$ cat config.mk
export PLATFORM = sky130hd
export DESIGN_NAME = task_cycle_profiler
export DESIGN_NICKNAME = d
export VERILOG_FILES = /design/src/rtl/tcp_pkg.sv /design/src/rtl/task_cycle_profiler.sv /design/src/rtl/tcp_ram.sv /design/src/rtl/tcp_div.sv
export SDC_FILE = /design/constraint.sdc
export NUM_CORES = 2
export LEC_CHECK = 0
export BUFFER_PORTS_ARGS = -buffer_cell sky130_fd_sc_hd__buf_2
export CAP_MARGIN = 20
export CORE_MARGIN = 4
export CORE_UTILIZATION = 55
export DETAILED_ROUTE_END_ITERATION = 7
export PLACE_DENSITY = 0.73
export RECOVER_POWER = 50
export SLEW_MARGIN = 20
export SYNTH_ARGS = -nofsm -noshare
export SYNTH_HDL_FRONTEND = slang
export SYNTH_SLANG_ARGS = --single-unit
$ cat constraint.sdc
create_clock -name clk -period 11.25 [get_ports clk]
set_clock_uncertainty 0.1 [all_clocks]
set_input_delay 2.25 -clock clk [delete_from_list [all_inputs] [get_ports clk]]
set_output_delay 2.25 -clock clk [all_outputs]
set_load 0.1 [all_outputs]
$ cat src/rtl/tcp_pkg.sv
// Shared types, codes and helpers of the task cycle profiler.
package tcp_pkg;

	localparam int NAME_W = 72;
	localparam int CNT32_W = 32;
	localparam int SHARE_W = 14;
	localparam int PROD_W = CNT32_W + SHARE_W;
	localparam int DIV_CNT_W = $clog2(PROD_W + 1);
	localparam int IN_W = 112;
	localparam int OUT_W = 120;

	localparam logic [SHARE_W-1:0] FULL_SHARE = 14'd10000;

	localparam logic [1:0] OP_CLEAR = 2'd0;
	localparam logic [1:0] OP_SW_IN = 2'd1;
	localparam logic [1:0] OP_SW_OUT = 2'd2;
	localparam logic [1:0] OP_READ = 2'd3;

	localparam logic [1:0] STAT_HIT = 2'd0;
	localparam logic [1:0] STAT_NEW = 2'd1;
	localparam logic [1:0] STAT_MISS = 2'd2;
	localparam logic [1:0] STAT_TZERO = 2'd3;

	typedef struct packed {
		logic [CNT32_W-1:0] switches;
		logic [CNT32_W-1:0] cycles;
		logic [CNT32_W-1:0] stamp;
		logic [7:0]         name_high;
		logic [63:0]        name_low;
	} entry_t;

	typedef struct packed {
		logic [SHARE_W-1:0] cpu;
		logic [CNT32_W-1:0] switches;
		logic [CNT32_W-1:0] cycles;
		logic               slot_valid;
		logic [3:0]         slot_used;
		logic [1:0]         status;
	} result_t;

	// Clears every byte from the first zero byte of the name onward.
	function automatic logic [NAME_W-1:0] norm_name(logic [63:0] lo, logic [7:0] hi);
		logic [NAME_W-1:0] r;
		logic seen;
		r = {hi, lo};
		seen = 1'b0;
		for (int b = 0; b < 8; b++) begin
			if (lo[8*b +: 8] == 8'd0) begin
				seen = 1'b1;
			end
			if (seen) begin
				r[8*b +: 8] = 8'd0;
			end
		end
		if (seen) begin
			r[71:64] = 8'd0;
		end
		return r;
	endfunction

endpackage

$ cat src/rtl/task_cycle_profiler.sv
// Per-task cycle profiler: slot table in RAM, serial lookup and serial share division.
// A read uses the bit-serial divider for the CPU share and skips it when the grand total is zero.
// Throughput: one item at a time; a switch walks every slot through the single RAM
// read port, one slot per cycle, and a read waits for the divider.
// Reset clears all slot valid bits and the grand total at once; no clearing pass.
module task_cycle_profiler #(
	parameter int SLOT_COUNT = 16
) (
	input  logic                       clk,
	input  logic                       arst_n,
	input  logic                       s_axis_tvalid,
	output logic                       s_axis_tready,
	// operation, name_low, name_high, cycle_stamp, slot_index, zero pad
	input  logic [tcp_pkg::IN_W-1:0]   s_axis_tdata,
	output logic                       m_axis_tvalid,
	input  logic                       m_axis_tready,
	// status, slot_used, slot_valid, slot_cycles, slot_switches, cpu_hundredths,
	// total_running, zero pad
	output logic [tcp_pkg::OUT_W-1:0]  m_axis_tdata
);

	localparam int IDX_W = (SLOT_COUNT > 1) ? $clog2(SLOT_COUNT) : 1;
	localparam int ENT_W = $bits(tcp_pkg::entry_t);
	localparam logic [IDX_W-1:0] LAST_IDX = IDX_W'(SLOT_COUNT - 1);

	localparam logic [3:0] S_IDLE = 4'd0;
	localparam logic [3:0] S_SCAN = 4'd1;
	localparam logic [3:0] S_SCANEND = 4'd2;
	localparam logic [3:0] S_ACT = 4'd3;
	localparam logic [3:0] S_UPD = 4'd4;
	localparam logic [3:0] S_RDREQ = 4'd5;
	localparam logic [3:0] S_RDDATA = 4'd6;
	localparam logic [3:0] S_DIVGO = 4'd7;
	localparam logic [3:0] S_DIVW = 4'd8;
	localparam logic [3:0] S_DONE = 4'd9;

	logic [3:0]                     state_q;
	logic [SLOT_COUNT-1:0]          valid_q;
	logic [tcp_pkg::CNT32_W-1:0]    total_q;
	logic                           found_q;
	logic                           free_q;
	logic [IDX_W-1:0]               scan_cnt_q;
	logic                           cmp_vld_s1;
	logic [IDX_W-1:0]               cmp_idx_s1;
	logic                           out_valid_q;
	logic [tcp_pkg::OUT_W-1:0]      out_data_q;

	logic [1:0]                     op_q;
	logic [tcp_pkg::NAME_W-1:0]     name_q;
	logic [tcp_pkg::CNT32_W-1:0]    stamp_q;
	logic [3:0]                     idx_q;
	logic [IDX_W-1:0]               addr_q;
	logic [IDX_W-1:0]               hit_idx_q;
	logic [IDX_W-1:0]               free_idx_q;
	tcp_pkg::entry_t                hit_ent_q;
	logic [tcp_pkg::CNT32_W-1:0]    elapsed_q;
	logic [tcp_pkg::PROD_W-1:0]     prod_q;
	tcp_pkg::result_t               res_q;

	logic [1:0]                     in_op;
	logic [3:0]                     in_idx;
	logic [6:0]                     in_idx_ext;
	logic [6:0]                     hit_idx_ext;
	logic [6:0]                     free_idx_ext;
	logic [tcp_pkg::CNT32_W-1:0]    new_cycles;
	logic [tcp_pkg::CNT32_W-1:0]    new_switches;
	logic [tcp_pkg::PROD_W-1:0]     quotient;
	logic [tcp_pkg::SHARE_W-1:0]    share_capped;
	logic                           div_done;
	logic                           div_start;
	logic                           rd_valid;
	logic [tcp_pkg::CNT32_W-1:0]    rd_cycles;
	logic [tcp_pkg::CNT32_W-1:0]    rd_switches;
	logic                           out_load;

	logic                           ram_we;
	logic [IDX_W-1:0]               ram_waddr;
	tcp_pkg::entry_t                ram_wdata;
	logic [IDX_W-1:0]               ram_raddr;
	tcp_pkg::entry_t                ram_rdata;
	logic [ENT_W-1:0]               ram_rdata_raw;

	function automatic tcp_pkg::result_t make_res(logic [1:0] status, logic [3:0] slot,
			logic slot_vld, logic [tcp_pkg::CNT32_W-1:0] cycles,
			logic [tcp_pkg::CNT32_W-1:0] switches, logic [tcp_pkg::SHARE_W-1:0] cpu);
		return {cpu, switches, cycles, slot_vld, slot, status};
	endfunction

	assign in_op = s_axis_tdata[1:0];
	assign in_idx = s_axis_tdata[109:106];
	assign in_idx_ext = 7'(in_idx);
	assign hit_idx_ext = 7'(hit_idx_q);
	assign free_idx_ext = 7'(free_idx_q);
	assign new_cycles = hit_ent_q.cycles + elapsed_q;
	assign new_switches = hit_ent_q.switches + 32'd1;
	assign share_capped = (quotient > tcp_pkg::PROD_W'(tcp_pkg::FULL_SHARE))
		? tcp_pkg::FULL_SHARE : quotient[tcp_pkg::SHARE_W-1:0];
	assign div_start = state_q == S_DIVGO;
	assign ram_rdata = tcp_pkg::entry_t'(ram_rdata_raw);
	assign ram_raddr = (state_q == S_SCAN) ? scan_cnt_q : addr_q;
	assign rd_valid = valid_q[addr_q];
	assign rd_cycles = rd_valid ? ram_rdata.cycles : '0;
	assign rd_switches = rd_valid ? ram_rdata.switches : '0;
	assign out_load = (state_q == S_DONE) && (!out_valid_q || m_axis_tready);

	assign s_axis_tready = state_q == S_IDLE;
	assign m_axis_tvalid = out_valid_q;
	assign m_axis_tdata = out_data_q;

	always_comb begin
		ram_we = 1'b0;
		ram_waddr = hit_idx_q;
		ram_wdata = hit_ent_q;
		unique case (state_q)
			S_ACT: begin
				if (op_q == tcp_pkg::OP_SW_IN) begin
					if (found_q) begin
						ram_we = 1'b1;
						ram_wdata.stamp = stamp_q;
					end else if (free_q) begin
						ram_we = 1'b1;
						ram_waddr = free_idx_q;
						ram_wdata.name_low = name_q[63:0];
						ram_wdata.name_high = name_q[71:64];
						ram_wdata.stamp = stamp_q;
						ram_wdata.cycles = '0;
						ram_wdata.switches = '0;
					end
				end
			end
			S_UPD: begin
				ram_we = 1'b1;
				ram_wdata.cycles = new_cycles;
				ram_wdata.switches = new_switches;
			end
			default: begin
				ram_we = 1'b0;
			end
		endcase
	end

	always_ff @(posedge clk or negedge arst_n) begin
		if (!arst_n) begin
			state_q <= S_IDLE;
			valid_q <= '0;
			total_q <= '0;
			found_q <= 1'b0;
			free_q <= 1'b0;
			scan_cnt_q <= '0;
			cmp_vld_s1 <= 1'b0;
			out_valid_q <= 1'b0;
		end else begin
			cmp_vld_s1 <= state_q == S_SCAN;
			out_valid_q <= out_load || (out_valid_q && !m_axis_tready);
			if (cmp_vld_s1) begin
				if (valid_q[cmp_idx_s1] && !found_q
					&& {ram_rdata.name_high, ram_rdata.name_low} == name_q) begin
					found_q <= 1'b1;
					hit_idx_q <= cmp_idx_s1;
					hit_ent_q <= ram_rdata;
				end
				if (!valid_q[cmp_idx_s1] && !free_q) begin
					free_q <= 1'b1;
					free_idx_q <= cmp_idx_s1;
				end
			end
			unique case (state_q)
				S_IDLE: begin
					if (s_axis_tvalid) begin
						op_q <= in_op;
						name_q <= tcp_pkg::norm_name(s_axis_tdata[65:2], s_axis_tdata[73:66]);
						stamp_q <= s_axis_tdata[105:74];
						idx_q <= in_idx;
						addr_q <= in_idx_ext[IDX_W-1:0];
						found_q <= 1'b0;
						free_q <= 1'b0;
						scan_cnt_q <= '0;
						unique case (in_op)
							tcp_pkg::OP_CLEAR: begin
								valid_q <= '0;
								total_q <= '0;
								res_q <= make_res(tcp_pkg::STAT_HIT, 4'd0, 1'b0, '0, '0, '0);
								state_q <= S_DONE;
							end
							tcp_pkg::OP_SW_IN, tcp_pkg::OP_SW_OUT: begin
								state_q <= S_SCAN;
							end
							default: begin
								if (in_idx_ext >= 7'(SLOT_COUNT)) begin
									res_q <= make_res(tcp_pkg::STAT_MISS, in_idx, 1'b0,
										'0, '0, '0);
									state_q <= S_DONE;
								end else begin
									state_q <= S_RDREQ;
								end
							end
						endcase
					end
				end
				S_SCAN: begin
					cmp_idx_s1 <= scan_cnt_q;
					if (scan_cnt_q == LAST_IDX) begin
						state_q <= S_SCANEND;
					end else begin
						scan_cnt_q <= scan_cnt_q + 1'b1;
					end
				end
				S_SCANEND: begin
					state_q <= S_ACT;
				end
				S_ACT: begin
					if (op_q == tcp_pkg::OP_SW_IN) begin
						state_q <= S_DONE;
						if (found_q) begin
							res_q <= make_res(tcp_pkg::STAT_HIT, hit_idx_ext[3:0], 1'b1,
								hit_ent_q.cycles, hit_ent_q.switches, '0);
						end else if (free_q) begin
							valid_q[free_idx_q] <= 1'b1;
							res_q <= make_res(tcp_pkg::STAT_NEW, free_idx_ext[3:0], 1'b1,
								'0, '0, '0);
						end else begin
							res_q <= make_res(tcp_pkg::STAT_MISS, 4'd0, 1'b0, '0, '0, '0);
						end
					end else if (found_q) begin
						elapsed_q <= stamp_q - hit_ent_q.stamp;
						state_q <= S_UPD;
					end else begin
						res_q <= make_res(tcp_pkg::STAT_MISS, 4'd0, 1'b0, '0, '0, '0);
						state_q <= S_DONE;
					end
				end
				S_UPD: begin
					total_q <= total_q + elapsed_q;
					res_q <= make_res(tcp_pkg::STAT_HIT, hit_idx_ext[3:0], 1'b1,
						new_cycles, new_switches, '0);
					state_q <= S_DONE;
				end
				S_RDREQ: begin
					state_q <= S_RDDATA;
				end
				S_RDDATA: begin
					res_q <= make_res((total_q == '0) ? tcp_pkg::STAT_TZERO : tcp_pkg::STAT_HIT,
						idx_q, rd_valid, rd_cycles, rd_switches, '0);
					prod_q <= tcp_pkg::PROD_W'(rd_cycles)
						* tcp_pkg::PROD_W'(tcp_pkg::FULL_SHARE);
					if (total_q == '0) begin
						state_q <= S_DONE;
					end else begin
						state_q <= S_DIVGO;
					end
				end
				S_DIVGO: begin
					state_q <= S_DIVW;
				end
				S_DIVW: begin
					if (div_done) begin
						res_q.cpu <= share_capped;
						state_q <= S_DONE;
					end
				end
				S_DONE: begin
					if (out_load) begin
						out_data_q <= {3'b000, total_q, res_q};
						state_q <= S_IDLE;
					end
				end
				default: begin
					state_q <= S_IDLE;
				end
			endcase
		end
	end

	tcp_ram #(
		.WIDTH(ENT_W),
		.DEPTH(SLOT_COUNT)
	) u_ram (
		.clk   (clk),
		.we    (ram_we),
		.waddr (ram_waddr),
		.wdata (ram_wdata),
		.raddr (ram_raddr),
		.rdata (ram_rdata_raw)
	);

	tcp_div u_div (
		.clk      (clk),
		.arst_n   (arst_n),
		.start    (div_start),
		.dividend (prod_q),
		.divisor  (total_q),
		.done     (div_done),
		.quotient (quotient)
	);

	a_one_item: assert property (@(posedge clk) disable iff (!arst_n)
		s_axis_tvalid && s_axis_tready |=> !s_axis_tready)
		else $error("A second item was accepted while one was in progress.");

	a_ram_write_state: assert property (@(posedge clk) disable iff (!arst_n)
		ram_we |-> (state_q == S_ACT || state_q == S_UPD))
		else $error("The slot table was written outside an update step.");

	a_div_done_state: assert property (@(posedge clk) disable iff (!arst_n)
		div_done |-> state_q == S_DIVW)
		else $error("The divider finished while no read was waiting for it.");

	a_hit_is_valid: assert property (@(posedge clk) disable iff (!arst_n)
		found_q |-> valid_q[hit_idx_q])
		else $error("A matched slot is not marked valid.");

	a_share_capped: assert property (@(posedge clk) disable iff (!arst_n)
		m_axis_tvalid |-> m_axis_tdata[84:71] <= tcp_pkg::FULL_SHARE)
		else $error("The CPU share exceeds the full share.");

endmodule

$ cat src/rtl/tcp_ram.sv
// Generic single-port-write, single-port-read RAM with registered read data.
module tcp_ram #(
	parameter int WIDTH = 8,
	parameter int DEPTH = 16,
	localparam int AW = (DEPTH > 1) ? $clog2(DEPTH) : 1
) (
	input  logic             clk,
	input  logic             we,
	input  logic [AW-1:0]    waddr,
	input  logic [WIDTH-1:0] wdata,
	input  logic [AW-1:0]    raddr,
	output logic [WIDTH-1:0] rdata
);

	logic [WIDTH-1:0] mem_q [DEPTH];

	always_ff @(posedge clk) begin
		if (we) begin
			mem_q[waddr] <= wdata;
		end
		rdata <= mem_q[raddr];
	end

endmodule

$ cat src/rtl/tcp_div.sv
// Restoring bit-serial divider for the CPU share, one quotient bit per cycle.
module tcp_div (
	input  logic                       clk,
	input  logic                       arst_n,
	input  logic                       start,
	input  logic [tcp_pkg::PROD_W-1:0] dividend,
	input  logic [tcp_pkg::CNT32_W-1:0] divisor,
	output logic                       done,
	output logic [tcp_pkg::PROD_W-1:0] quotient
);

	logic                          busy_q;
	logic                          done_q;
	logic [tcp_pkg::DIV_CNT_W-1:0] cnt_q;
	logic [tcp_pkg::CNT32_W-1:0]   rem_q;
	logic [tcp_pkg::PROD_W-1:0]    quo_q;
	logic [tcp_pkg::CNT32_W:0]     shifted;
	logic                          fits;

	assign shifted = {rem_q, quo_q[tcp_pkg::PROD_W-1]};
	assign fits = shifted >= {1'b0, divisor};

	always_ff @(posedge clk or negedge arst_n) begin
		if (!arst_n) begin
			busy_q <= 1'b0;
			done_q <= 1'b0;
			cnt_q <= '0;
		end else begin
			done_q <= 1'b0;
			if (start) begin
				busy_q <= 1'b1;
				cnt_q <= tcp_pkg::DIV_CNT_W'(tcp_pkg::PROD_W);
				rem_q <= '0;
				quo_q <= dividend;
			end else if (busy_q) begin
				rem_q <= fits ? tcp_pkg::CNT32_W'(shifted - {1'b0, divisor})
					: shifted[tcp_pkg::CNT32_W-1:0];
				quo_q <= {quo_q[tcp_pkg::PROD_W-2:0], fits};
				cnt_q <= cnt_q - 1'b1;
				if (cnt_q == tcp_pkg::DIV_CNT_W'(1)) begin
					busy_q <= 1'b0;
					done_q <= 1'b1;
				end
			end
		end
	end

	assign done = done_q;
	assign quotient = quo_q;

endmodule
==> key figures <==
Logic synthesis
  – Top FF cell, synth: sky130_fd_sc_hd__edfxtp_1
  – Post-synthesis average cell area: 17.11 µm²
  – Complex-gate fraction of the synthesized area: 5.399%
  – Proportion of synthesized flip-flops having asynchronous set or reset: 1.906%
  – Gate count after technology mapping: 8571
  – Post-synthesis adder-cell area fraction: 3.190%
  – Dominant combinational cell family by area after synthesis: multiplexers
  – Share of the yosys chip area belonging to registers: 71.70%
  – Number of warnings issued by yosys: 0
  – Cells taking the most area after synthesis: sky130_fd_sc_hd__edfxtp_1, sky130_fd_sc_hd__mux4_2, sky130_fd_sc_hd__nand2_1, sky130_fd_sc_hd__ha_1, sky130_fd_sc_hd__dfxtp_1
  – Proportion of synthesized area in mux cells: 10.66%
  – Post-Synthesis Cell Area: 146600 µm²
  – Number of flops mapped to enable cells by yosys: 3332
  – Basic-gate share of the synthesized area counting and, or, nand and nor cells: 5.794%
  – Fraction of synthesized cell area taken by the top area cell type: 68.25%
  – Number of library cell types mapped by synthesis: 94
  – Top cell type by total area after synthesis: sky130_fd_sc_hd__edfxtp_1
  – Number of synthesized register bits: 3568
  – Xor/xnor cell area share of the yosys netlist: 1.308%

Global routing
  – Gr ovfl total: 0
  – Number of global-route vias before repair: 80550
  – Initial antenna violation count: 18
  – First-pass GRT wire length: 521500 µm
  – Combined global-route utilization of all metal layers: 25.48%
  – Pin count of the biggest net entering global routing: 170

Route
  – WL final: 353000 µm
  – Wire length per cell: 27.67 µm
  – DR pass1 iterations: 7
  – Drc violations: 0
  – First DRT Iteration DRCs: 9922
  – DR vias: 80330
  – Via density per instance: 6.296
  – Residual antenna-violating net count after detailed routing: 0

Layout
  – Most common cell after layout, fill and taps aside: sky130_fd_sc_hd__edfxtp_1
  – Total of fill cells in the finished design: 18560
  – Final layout net count: 9371
  – Area delta synth->final: 11.72%
  – Commonest cells after routing, fill and taps aside: sky130_fd_sc_hd__edfxtp_1, sky130_fd_sc_hd__nand2_1, sky130_fd_sc_hd__mux4_2
  – Finished layout cell area: 163800 µm²
  – Proportion of layout cells with a drive suffix above 1: 16.34%

STA
  – Max transition margin: -198.5%
  – Final setup TNS: 0 ns
  – Setup repair after global routing missed its margin: no
  – Endpoints failing hold: 0
  – Final setup violating endpoints: 0
  – Max Clk Rate: 115.1 MHz
  – Slew Limit Fails: 898
  – Worst Tran Pin Value: 4.478 ns
  – Final min period: 8.688 ns
  – Post-route clock period utilization: 77.23%

Critical path
  – Data required, critical path: 11.66 ns
  – Sort of element at the start of the critical path: input port
  – Setup slack of the worst register-to-register path: 3.18 ns
  – FF-to-FF path depth: 24
  – Endpoint class of the critical path: register
  – CP Max Fanout: 48
  – Critical Path End: stamp_q[30]$_DFFE_PP_
  – Crit path from: arst_n
  – Critical path start-end classification: in2reg
  – Arrival time of data at the critical path endpoint: 9.10 ns
  – Endpoint of the most critical register-to-register path: prod_q[45]$_DFFE_PP_
  – Start of the worst register-to-register path: addr_q[0]$_DFFE_PP_

Place
  – Number of buffers added on ports: 232
  – GPL Wtd Cong: 0.9140
  – Detailed-placement wirelength estimate: 191900 µm
  – Placement Cell Area: 152200 µm²

CTS
  – Total CTS buffers: 355
  – Number of gates given a new drive strength after cts: 0
  – TritonCTS clock tree: built
  – Clock tree root driver cell: sky130_fd_sc_hd__clkbuf_16
  – Insertion delay to the later sink of the worst-skew pair: 0.95 ns
  – Clock slew at the register clock pins of the worst setup and hold paths: 0.06 ns
  – Clock net sink count: 3568
  – Bufs on Longest Clock Path: 4
  – Buffers inserted by post-CTS timing repair: 0
  – Post-CTS Hold Buffers: 0
  – Number of levels in the clock H-tree: 5

Floorplan
  – Core outline area: 265300 µm²
  – DIE AREA: 274900 µm²
  – Number of top-level pins: 238
  – Die Width: 524.3 µm
  – Die Y: 524.3 µm
  – Starting utilization of the core area: 55.26%
  – Std-Cell Rows: 189

Power and ir drop
  – Max rail drop VDD: 0.3372 mV
  – Pwr per Cell Area: 244.7 nW/µm²
  – Static leakage power: 56.03 nW

Status
  – Result of the run: complete, but fails checks
  – Violated checks: max-capacitance violations, max-slew violations

Flow run
  – MaxCap Viol Count: 25

Hold path
  – Class of the worst hold path: reg2reg
  – Cell count of the worst hold path: 0
[cells in the mapped netlist (all sizes together) (13+ instances only)]
cell type  number
edfxtp       3332
nand2         963
mux4          681
inv           284
ha            273
and2          270
nor2          267
clkbuf        249
o21ai         241
a211oi        201
a21oi         195
a31oi         190
dfxtp         168
buf           155
xnor2         135
a21o          123
xor2           84
nand3          79
dfrtp          68
fa             63
nor4           50
nor3           44
and3           40
nand4          35
nand2b         32
a221o          28
o21a           28
nor2b          27
o21bai         25
mux2i          22
a22oi          19
o211ai         19
nor3b          13
[power breakdown]
group / switching [W] / internal [W]
combinational: 0.00676 / 0.00498
sequential: 0.000686 / 0.0156
clock: 0.00504 / 0.00699
[registers in the layout, summed over array words and instances (netlist names), 32 cells and up]
| register | count |
|---|---|
| u_ram.mem_q | 2688 |
| hit_ent_q | 168 |
| u_ram.rdata | 168 |
| m_axis_tdata | 117 |
| res_q | 85 |
| name_q | 72 |
| u_div.quotient | 46 |
| prod_q | 42 |
| elapsed_q | 32 |
| stamp_q | 32 |
| total_q | 32 |
| u_div.rem_q | 32 |
[per-layer routing]
| metal | global-route usage, % | wire [µm] | vias to the layer above | part of all wire, % |
|---|---|---|---|---|
| met5 | 0 | 25 | - | 0.0071 |
| met2 | 40.92 | 169400 | 4249 | 48 |
| li1 | - | - | 34200 | - |
| met1 | 36.40 | 139800 | 41240 | 40 |
| met4 | 8.459 | 12170 | 4 | 3.4 |
| met3 | 3.762 | 31670 | 644 | 9.0 |
[through the flow]
| step | power [W] | utilization (%) | hold WS [ns] | std cells | setup WS [ns] |
|---|---|---|---|---|---|
| finish | 0.04008 | 61.73 | 0.2783 | 12760 | 2.562 |
| global route | 0.04207 | 61.73 | 0.2867 | 12760 | 2.127 |
| CTS | 0.04026 | 61.88 | 0.2796 | 12750 | 4.171 |
| detailed placement | 0.02819 | 57.37 | 0.2887 | 12090 | 4.242 |
| global placement | 0.02804 | 57.36 | 0.2881 | 12090 | 4.196 |
| floorplan | 0.02536 | - | 0.2855 | 8573 | 1.598 |
[cell type report]
type / instances / area, µm² / share of cell area [%]
multi-input combinational: 4317 / 38890 / 23.74
inverter: 284 / 1066 / 0.6509
timing repair buffer: 393 / 2305 / 1.407
sequential: 3568 / 105100 / 64.18
antenna: 9 / 22.52 / 0.01375
tap: 3533 / 4420 / 2.699
clock buffer: 486 / 9851 / 6.014
clock inverter: 170 / 2111 / 1.289
[logic make-up after synthesis]
group	after synthesis
simple gates	1858
compound gates	1192
flops	3568
other cells	1
mux	709
fa+ha+maj	336
xor+xnor	219
buf+inv	688
[worst max-delay path, stage by stage]
cell                       delay, ns
sky130_fd_sc_hd__clkbuf_1       0.56
sky130_fd_sc_hd__clkbuf_1       1.56
sky130_fd_sc_hd__and3_1         1.96
sky130_fd_sc_hd__clkbuf_1       1.72
sky130_fd_sc_hd__buf_4          0.87
[how the worst min path moves through the flow]
stage,endpoint,startpoint
floorplan,hit_ent_q[100]$_DFFE_PP_,u_ram.rdata[100]$_DFF_P_
global placement,hit_ent_q[90]$_DFFE_PP_,u_ram.rdata[90]$_DFF_P_
detailed placement,hit_ent_q[91]$_DFFE_PP_,u_ram.rdata[91]$_DFF_P_
CTS,hit_ent_q[85]$_DFFE_PP_,u_ram.rdata[85]$_DFF_P_
global route,hit_ent_q[85]$_DFFE_PP_,u_ram.rdata[85]$_DFF_P_
finish,hit_ent_q[85]$_DFFE_PP_,u_ram.rdata[85]$_DFF_P_
Note: power is estimated with default switching activity, not from simulation.
